--- config.mk ---
export PLATFORM = sky130hd
export DESIGN_NAME = bbd_result_fifo_flat
export DESIGN_NICKNAME = d
export VERILOG_FILES = /design/src/rtl/assert_macros.svh /design/src/rtl/bbd_pkg.sv /design/src/rtl/bbd_ifs.sv /design/src/rtl/bbd_result_fifo.sv /design/src/flat_wrapper.sv
export SDC_FILE = /design/constraint.sdc
export NUM_CORES = 1
export LEC_CHECK = 0
export ABC_CLOCK_PERIOD_IN_PS = 2100
export BUFFER_PORTS_ARGS = -buffer_cell sky130_fd_sc_hd__buf_2
export CORE_UTILIZATION = 45
export CTS_CLUSTER_DIAMETER = 150
export DETAILED_ROUTE_END_ITERATION = 10
export PLACE_DENSITY = 0.74
export SLEW_MARGIN = 20
export SYNTH_ARGS = -nofsm -noshare
export SYNTH_HDL_FRONTEND = slang
export SYNTH_SLANG_ARGS = --single-unit
--- constraint.sdc ---
create_clock -name clk -period 2.1 [get_ports clk]
set_input_delay 0 -clock clk [delete_from_list [all_inputs] [get_ports clk]]
set_output_delay 0 -clock clk [all_outputs]
set_load 0.02 [all_outputs]
--- src/rtl/assert_macros.svh ---
// ----------------------------------------------------------------------------
// Assertion macros
// Shorthand for clocked concurrent checks on clk, disabled during reset.
// ----------------------------------------------------------------------------
`ifndef ASSERT_MACROS_SVH
`define ASSERT_MACROS_SVH

// Same-cycle implication
`define BBD_ASSERT_IMPL(label, ante, cons) \
	label: assert property (@(posedge clk) disable iff (!arst_n) (ante) |-> (cons)) \
		else $error("bbd check failed");

// Next-cycle implication
`define BBD_ASSERT_NEXT(label, ante, cons) \
	label: assert property (@(posedge clk) disable iff (!arst_n) (ante) |=> (cons)) \
		else $error("bbd check failed");

`endif

--- src/rtl/bbd_pkg.sv ---
// ----------------------------------------------------------------------------
// Bayer demosaic package
// Shared constants, types and the bilinear interpolation function.
// ----------------------------------------------------------------------------
`timescale 1ns / 1ps

package bbd_pkg;

	localparam int MAX_WIDTH    = 1024;
	localparam int MAX_HEIGHT   = 4096;
	localparam int COL_W        = $clog2(MAX_WIDTH);
	localparam int ROW_W        = $clog2(MAX_HEIGHT);
	localparam int WIDTH_REG_W  = 11;
	localparam int HEIGHT_REG_W = 13;
	localparam int WIDTH_RESET  = 424;
	localparam int HEIGHT_RESET = 636;
	localparam int MIN_DIM      = 2;
	localparam int PIX_W        = 8;
	localparam int APB_AW       = 3;
	localparam int APB_DW       = 32;

	// Result queue holds pairs of results
	localparam int RES_DEPTH = 4;
	localparam int RES_PTR_W = $clog2(RES_DEPTH);
	localparam int RES_CNT_W = $clog2(RES_DEPTH + 1);
	// Accept only while two more pairs fit (one in flight, one entering)
	localparam int RES_ROOM  = RES_DEPTH - 2;

	// Input item kinds
	localparam logic KIND_RAW   = 1'b0;
	localparam logic KIND_DRAIN = 1'b1;

	// Register indexes (byte address bit 2)
	localparam logic REG_WIDTH  = 1'b0;
	localparam logic REG_HEIGHT = 1'b1;

	typedef logic [PIX_W-1:0] pix_t;

	// One window column, top to bottom
	typedef struct packed {
		pix_t top;
		pix_t mid;
		pix_t bot;
	} wcol_t;

	typedef struct packed {
		pix_t red;
		pix_t green;
		pix_t blue;
	} rgb_t;

	typedef struct packed {
		rgb_t color;
		logic end_of_line;
		logic end_of_frame;
	} res_t;

	// Results caused by one input item; r1 only meaningful when two is set
	typedef struct packed {
		logic two;
		res_t r0;
		res_t r1;
	} res_pair_t;

	// Work carried from the accept stage to the window stage
	typedef struct packed {
		logic             wr;
		logic             row0;
		logic             adv;
		logic             fill;
		logic             two;
		logic             drain;
		logic             odd_row;
		logic             odd_col;
		logic [COL_W-1:0] addr;
		pix_t             sample;
	} ctl_t;

	// Bilinear reconstruction of the center pixel of a 3x3 window (RGGB)
	function automatic rgb_t interp(wcol_t a, wcol_t b, wcol_t c,
					logic odd_row, logic odd_col);
		logic [PIX_W+1:0] cross_sum;
		logic [PIX_W+1:0] diag_sum;
		logic [PIX_W:0]   horiz_sum;
		logic [PIX_W:0]   vert_sum;
		pix_t             cross_v;
		pix_t             diag_v;
		pix_t             horiz_v;
		pix_t             vert_v;
		rgb_t             res;
		cross_sum = (PIX_W+2)'(b.top) + (PIX_W+2)'(b.bot) + (PIX_W+2)'(a.mid)
			+ (PIX_W+2)'(c.mid) + (PIX_W+2)'(2);
		diag_sum  = (PIX_W+2)'(a.top) + (PIX_W+2)'(c.top) + (PIX_W+2)'(a.bot)
			+ (PIX_W+2)'(c.bot) + (PIX_W+2)'(2);
		horiz_sum = (PIX_W+1)'(a.mid) + (PIX_W+1)'(c.mid) + (PIX_W+1)'(1);
		vert_sum  = (PIX_W+1)'(b.top) + (PIX_W+1)'(b.bot) + (PIX_W+1)'(1);
		cross_v = cross_sum[PIX_W+1:2];
		diag_v  = diag_sum[PIX_W+1:2];
		horiz_v = horiz_sum[PIX_W:1];
		vert_v  = vert_sum[PIX_W:1];
		unique case ({odd_row, odd_col})
			2'b00: begin
				res = '{red: b.mid, green: cross_v, blue: diag_v};
			end
			2'b11: begin
				res = '{red: diag_v, green: cross_v, blue: b.mid};
			end
			2'b01: begin
				res = '{red: horiz_v, green: b.mid, blue: vert_v};
			end
			default: begin
				res = '{red: vert_v, green: b.mid, blue: horiz_v};
			end
		endcase
		return res;
	endfunction

endpackage

--- src/rtl/bbd_ifs.sv ---


interface bbd_out_if;
	logic               valid;
	logic               ready;
	bbd_pkg::pix_t      red;
	bbd_pkg::pix_t      green;
	bbd_pkg::pix_t      blue;
	logic               end_of_line;
	logic               end_of_frame;

	modport source (output valid, output red, output green, output blue,
			output end_of_line, output end_of_frame, input ready);
	modport sink (input valid, input red, input green, input blue,
			input end_of_line, input end_of_frame, output ready);
endinterface

--- src/rtl/bbd_result_fifo.sv ---
// ----------------------------------------------------------------------------
// Bayer demosaic result queue
// Stores result pairs and hands them out one result per transfer.
// ----------------------------------------------------------------------------
`timescale 1ns / 1ps

module bbd_result_fifo (
	input  logic                              clk,
	input  logic                              arst_n,
	input  logic                              push,
	input  bbd_pkg::res_pair_t                push_data,
	output logic [bbd_pkg::RES_CNT_W-1:0]     level,
	bbd_out_if.source                         rgb
);
	import bbd_pkg::*;

	res_pair_t              mem [RES_DEPTH];
	logic [RES_PTR_W-1:0]   wr_ptr_q;
	logic [RES_PTR_W-1:0]   rd_ptr_q;
	logic [RES_CNT_W-1:0]   cnt_q;
	logic                   half_q;
	res_pair_t              head;
	res_t                   cur;
	logic                   xfer;
	logic                   pop;

	// Present the head result
	assign head = mem[rd_ptr_q];
	assign cur  = half_q ? head.r1 : head.r0;
	assign rgb.valid        = (cnt_q != '0);
	assign rgb.red          = cur.color.red;
	assign rgb.green        = cur.color.green;
	assign rgb.blue         = cur.color.blue;
	assign rgb.end_of_line  = cur.end_of_line;
	assign rgb.end_of_frame = cur.end_of_frame;
	assign level            = cnt_q;

	assign xfer = rgb.valid && rgb.ready;
	assign pop  = xfer && (!head.two || half_q);

	// Store pairs
	always_ff @(posedge clk) begin
		if (push) begin
			mem[wr_ptr_q] <= push_data;
		end
	end

	// Advance pointers and count
	always_ff @(posedge clk or negedge arst_n) begin
		if (!arst_n) begin
			wr_ptr_q <= '0;
			rd_ptr_q <= '0;
			cnt_q    <= '0;
			half_q   <= 1'b0;
		end else begin
			if (push) begin
				wr_ptr_q <= wr_ptr_q + 1'b1;
			end
			if (pop) begin
				rd_ptr_q <= rd_ptr_q + 1'b1;
			end
			if (xfer) begin
				half_q <= !pop;
			end
			if (push && !pop) begin
				cnt_q <= cnt_q + 1'b1;
			end else if (pop && !push) begin
				cnt_q <= cnt_q - 1'b1;
			end
		end
	end

endmodule

--- src/flat_wrapper.sv ---
// flat-port wrapper written by rule: the top's interface ports become plain ports
module bbd_result_fifo_flat import bbd_pkg::*;
  (clk, arst_n, push, push_data, level, rgb_valid, rgb_red, rgb_green, rgb_blue, rgb_end_of_line, rgb_end_of_frame, rgb_ready);
  bbd_out_if rgb_i ();
  input  logic clk;
  input  logic arst_n;
  input  logic push;
  input  bbd_pkg::res_pair_t push_data;
  output logic [bbd_pkg::RES_CNT_W-1:0] level;
  output wire logic [$bits(rgb_i.valid)-1:0] rgb_valid;
  output wire logic [$bits(rgb_i.red)-1:0] rgb_red;
  output wire logic [$bits(rgb_i.green)-1:0] rgb_green;
  output wire logic [$bits(rgb_i.blue)-1:0] rgb_blue;
  output wire logic [$bits(rgb_i.end_of_line)-1:0] rgb_end_of_line;
  output wire logic [$bits(rgb_i.end_of_frame)-1:0] rgb_end_of_frame;
  input wire logic [$bits(rgb_i.ready)-1:0] rgb_ready;
  assign rgb_valid = rgb_i.valid;
  assign rgb_red = rgb_i.red;
  assign rgb_green = rgb_i.green;
  assign rgb_blue = rgb_i.blue;
  assign rgb_end_of_line = rgb_i.end_of_line;
  assign rgb_end_of_frame = rgb_i.end_of_frame;
  assign rgb_i.ready = rgb_ready;
  bbd_result_fifo u_core (.clk(clk), .arst_n(arst_n), .push(push), .push_data(push_data), .level(level), .rgb(rgb_i));
endmodule
Yosys cells after proc, flatten, opt, wreduce, memory -nomap -nowiden
Memory sizes are Yosys's and may differ from the RTL's. Cells that the tools add are included. W data, S select, Z words.

Register bits: 8. Bits in writable memories: 212. Input port bits: 57. Output and inout bits: 30. Word-level logic and storage cells: 24. Memories: 1.

Add/subtract/negate cells: 4. Mux-type cells: 5. Reductions and logical operators: 10.

Memories: u_core.mem (depth 4, bits a word 53, rd ports 1, clocked after memory_dff 0, wr ports 1, RTL line bbd_result_fifo.sv:17) `res_pair_t mem [RES_DEPTH];`.

Operators with widths (number): $mux W26 (1); $mux W3 (2); $add A2 B1 Y2 const B (2); $logic_and A1 B1 Y1 (4); $add A3 B1 Y3 const B (1); $logic_not A1 Y1 (3); $reduce_bool A3 Y1 (1); $sub A3 B1 Y3 const B (1); $mux W1 (2); $reduce_bool A2 Y1 (1); $logic_or A1 B1 Y1 (1).

Logic depth before layout (Yosys ltp)
An unclocked memory read counts as a cell.

Depth in word-level cells: 7. Mapped depth: 10. Gate-level depth less buffers: 9.

Least setup slack after synthesis
Ideal clock, no wire load.

Path type: reg-to-reg. Start: reg u_core.wr_ptr_q[0]. End: mem u_core.mem[2][0] (netlist bit) (enable). Library setup time: 0.416 ns. Arrival: 1.880 ns. Data required time: 1.684 ns. Path slack: -0.196 ns. Stages on the path, launching flop included: 4. Path buffers: 0. Clock period less this slack: 2.296 ns. Cell sequence: dfrtp_1 -> inv_1 -> ha_1 -> and2_1.

RTL lines: from (decl) (RTL line bbd_result_fifo.sv:18) `logic [RES_PTR_W-1:0] wr_ptr_q;`; from (signal assigned) (RTL line bbd_result_fifo.sv:57) `wr_ptr_q <= wr_ptr_q + 1'b1;`; to (decl) (RTL line bbd_result_fifo.sv:17).

No word-level cell before the write port.

Final worst setup path
Start: reg u_core.rd_ptr_q[0]. End: reg u_core.cnt_q[1] (netlist: u_core.level[1]).

Longest elaborated chain between the ends: 7. Elaborated cells on any way between the ends: 9. Classes of those cells: mux: 1; reduce/logical: 7; memory: 1.

RTL lines: from (decl) (RTL line bbd_result_fifo.sv:19) `logic [RES_PTR_W-1:0] rd_ptr_q;`; from (signal assigned) (RTL line bbd_result_fifo.sv:60) `rd_ptr_q <= rd_ptr_q + 1'b1;`; $mem_v2 Z4 W53 (*); $logic_not A1 Y1 (*) (RTL line bbd_result_fifo.sv:39) `assign pop = xfer && (!head.two || half_q);`; $logic_or A1 B1 Y1 (*) (RTL line bbd_result_fifo.sv:39); $logic_and A1 B1 Y1 (*) (RTL line bbd_result_fifo.sv:39); $logic_not A1 Y1 (RTL line bbd_result_fifo.sv:65) `if (push && !pop) begin`; $logic_and A1 B1 Y1 (RTL line bbd_result_fifo.sv:65); $mux W3 / $reduce_bool A2 Y1 (equally long branches); to (signal assigned) (RTL line bbd_result_fifo.sv:66) `cnt_q <= cnt_q + 1'b1;`; to (signal assigned) (RTL line bbd_result_fifo.sv:68) `cnt_q <= cnt_q - 1'b1;`; to (decl) (RTL line bbd_result_fifo.sv:20) `logic [RES_CNT_W-1:0] cnt_q;`.

Every way passes the cells marked *; elsewhere a longest branch is shown, timed or not. A chain may end at the register's enable or synchronous reset.

==> metrics.txt <==
worst setup slack after layout=-189 ps; largest net degree at the start of global routing=33; crit path time final=2290 ps; Final ANT Viol Nets=0; Synth area leader=edfxtp_1; Final Wtd Congestion=about 0.79; grt ovf=0; nets=597; Req. time, crit path=2470 ps; fmax=between 400 and 500 MHz; Register Area=6570 um2; area of placed instances=9220 um2; ant diodes=0; area delta synth->final=27.6%; Seq/Total Area, Yosys=just under 80%; initial antenna violation count=0; cells after synthesis=350; Initial Utilization=46.4%; wire length of the first global-routing pass=approximately 23000 um; relative max-transition margin=61.7%; Layout Utilization=59.2%; Max Clock Skew=14.4 ps; layout cells sized above 1=43.8%; Detailed Route WL=15700 um; WL per Instance=20.1 um; row count=between 40 and 50; syn nets=413; core footprint=18100 um2; syn_area_per_cell=24.1 um2; die span in y=139 um; P_leak=about 0.0038 uW; Post-synth EDFFs=212; Clock Latency Late Sink=about 490 ps; switching power=about 4500 uW; Seq pwr share=roughly two fifths; WP data arrival=2660 ps; drc violations=7; Pwr Total=15200 uW; Tcrit/Tclk final=109%; Max-cap violations=0; Crit. End Element=flip-flop; via count of the first global-routing pass=around 4400; Syn. warnings=0; H-tree levels=1; Sw Share=29.6%; synthesized area=between 8000 and 9000 um2; Post-synth top cells=edfxtp_1, mux4_2, mux2_2, dfrtp_1; cell with the most instances after synthesis=edfxtp_1; Gate power share=36.0%; Worst R2R Start=u_core.rd_ptr_q[0]; CTS tree=yes; clock group share of total power=roughly a quarter; Sink Count=220; CP startpoint kind=flip-flop; result of the run=finished with violations; crit path kind=reg -> reg; Int Power=10700 uW; full die area=19300 um2; CTS root buf=clkbuf_16; critical path fanouts, max=6; IO Port Bufs=86; initial DRC count=around 240; routed via count=4098; Hold Vio Cnt, Final=0; Slew @ Worst Pin=about 570 ps; Die Wd=~140 um; min-delay worst type=in -> reg; # IOs=87; Seq cells post-synth=220; drt first pass iters=7; Yosys cell types=24; Synth Flop Type=edfxtp_1; CTS Buffer Depth=3; fillers=1308; reg2reg setup slack=-190 ps; GRT Resource Usage Total=16.0%; R2R Path End=u_core.level[1]; vias per cell=between 5 and 6; pwr dens=1420 nW/um2; multi-input logic area=1790 um2; Clock Pin Slew Worst Setup and Hold Paths=60 ps; RSZ-0062 raised after global routing=true; fraction of registers with async set/reset=under 10%; Area contributors post-synth=edfxtp_1, mux4_2, mux2_2; DPL Wire Length=roughly 8800 um; Worst R2R Path Depth=7; max-slew violations=0; maximum vdd drop=just over 0.0008 V; failing checks=DRC, setup timing; setup slack at placement=-143 ps; design area=10800 um2; CTS Buf Count=22; post-synth top area share=75.6%; Crit. Startpoint=u_core.rd_ptr_q[0]; CP endpoint=u_core.level[1]; setup violators final=28
cells in the final DEF (no fill, tap or decap), drive strengths merged:
| cell type | count |
|---|---|
| nor2 | 3 |
| nand2 | 1 |
| o21ai | 2 |
| inv | 4 |
| dfrtp | 8 |
| dlygate4sd3 | 57 |
| clkinv | 9 |
| buf | 114 |
| nor2b | 3 |
| and2 | 4 |
| mux4 | 52 |
| o31ai | 2 |
| edfxtp | 212 |
| a21oi | 1 |
| a221oi | 1 |
| bufinv | 2 |
| ha | 5 |
| xnor2 | 1 |
| fa | 1 |
| or3 | 1 |
| clkbuf | 33 |
| mux2 | 29 |
| o311ai | 1 |
| xor2 | 4 |
power groups by stage:
stage                     clock [uW]  sequential (uW)  combinational (uW)
after global routing            4020             6050                5870
after floorplan                    0             6050                3440
final                           3750             5990                5470
after detailed placement           0             6080                4800
after global placement             0             6010                4710
after CTS                       3820             6000                5010
routing by layer:
metal	routed length (um)	GRT usage [%]
met1	6850	21.4
met2	7840	27.0
met3	789	3.00
met4	212	4.15
met5	0	0
how the worst min path moves through the flow:
stage,from,end,slack [ps],cells past startpoint
after floorplan,arst_n,u_core.half_q,-300,0
after global placement,arst_n,u_core.level[0],-150,1
after detailed placement,arst_n,u_core.level[0],-140,1
after CTS,push_data[10],u_core.mem[2][10],250,2
after global routing,push_data[36],u_core.mem[0][36],260,2
final,push_data[25],u_core.mem[0][25],260,2
worst max-delay path, stage by stage (launching register included):
cell,delay (ps)
dfrtp_4,520
mux2_4,330
a221oi_4,310
inv_2,80
ha_4,170
inv_2,50
fa_2,430
mux2_4,290
through the flow:
stage	hold slack (ps)	setup TNS [ps]	std cells
floorplan	-296	-86.6	350
global placement	-151	-57.7	669
detailed placement	-140	-143	669
CTS	246	-3680	768
global route	261	-4950	779
finish	262	-3210	779
cell type report:
class                      count  area share (%)
timing repair buffer         175            12.9
sequential                   220            61.1
inverter                       4           0.140
clock inverter                11           0.931
clock buffer                  29            5.56
tap                          229            2.66
multi-input combinational    111            16.7
kinds of logic after synthesis:
| family | Yosys count | synth area share, % |
|---|---|---|
| xor+xnor | 5 | 0.520 |
| fa+ha+maj | 6 | 0.980 |
| flops | 220 | 77.9 |
| simple gates | 12 | 0.772 |
| buf+inv | 19 | 1.37 |
| mux | 81 | 17.8 |
| compound gates | 7 | 0.639 |
flip-flops by register name (all words and copies together) (netlist names):
register         count
u_core.mem         212
u_core.half_q        1
u_core.rd_ptr_q      2
u_core.level         3
u_core.wr_ptr_q      2
what timing repair did:
action | CTS | global route
gates cloned | 0 | 6
pin swaps | 0 | 4
hold buffers | 57 | 0
buffers inserted | 2 | 5
endpoints found under the setup margin | 28 | 28
endpoints found under the hold margin | 225 | 0
resized for setup | 8 | 15
Power figures use the tool's default switching activity.
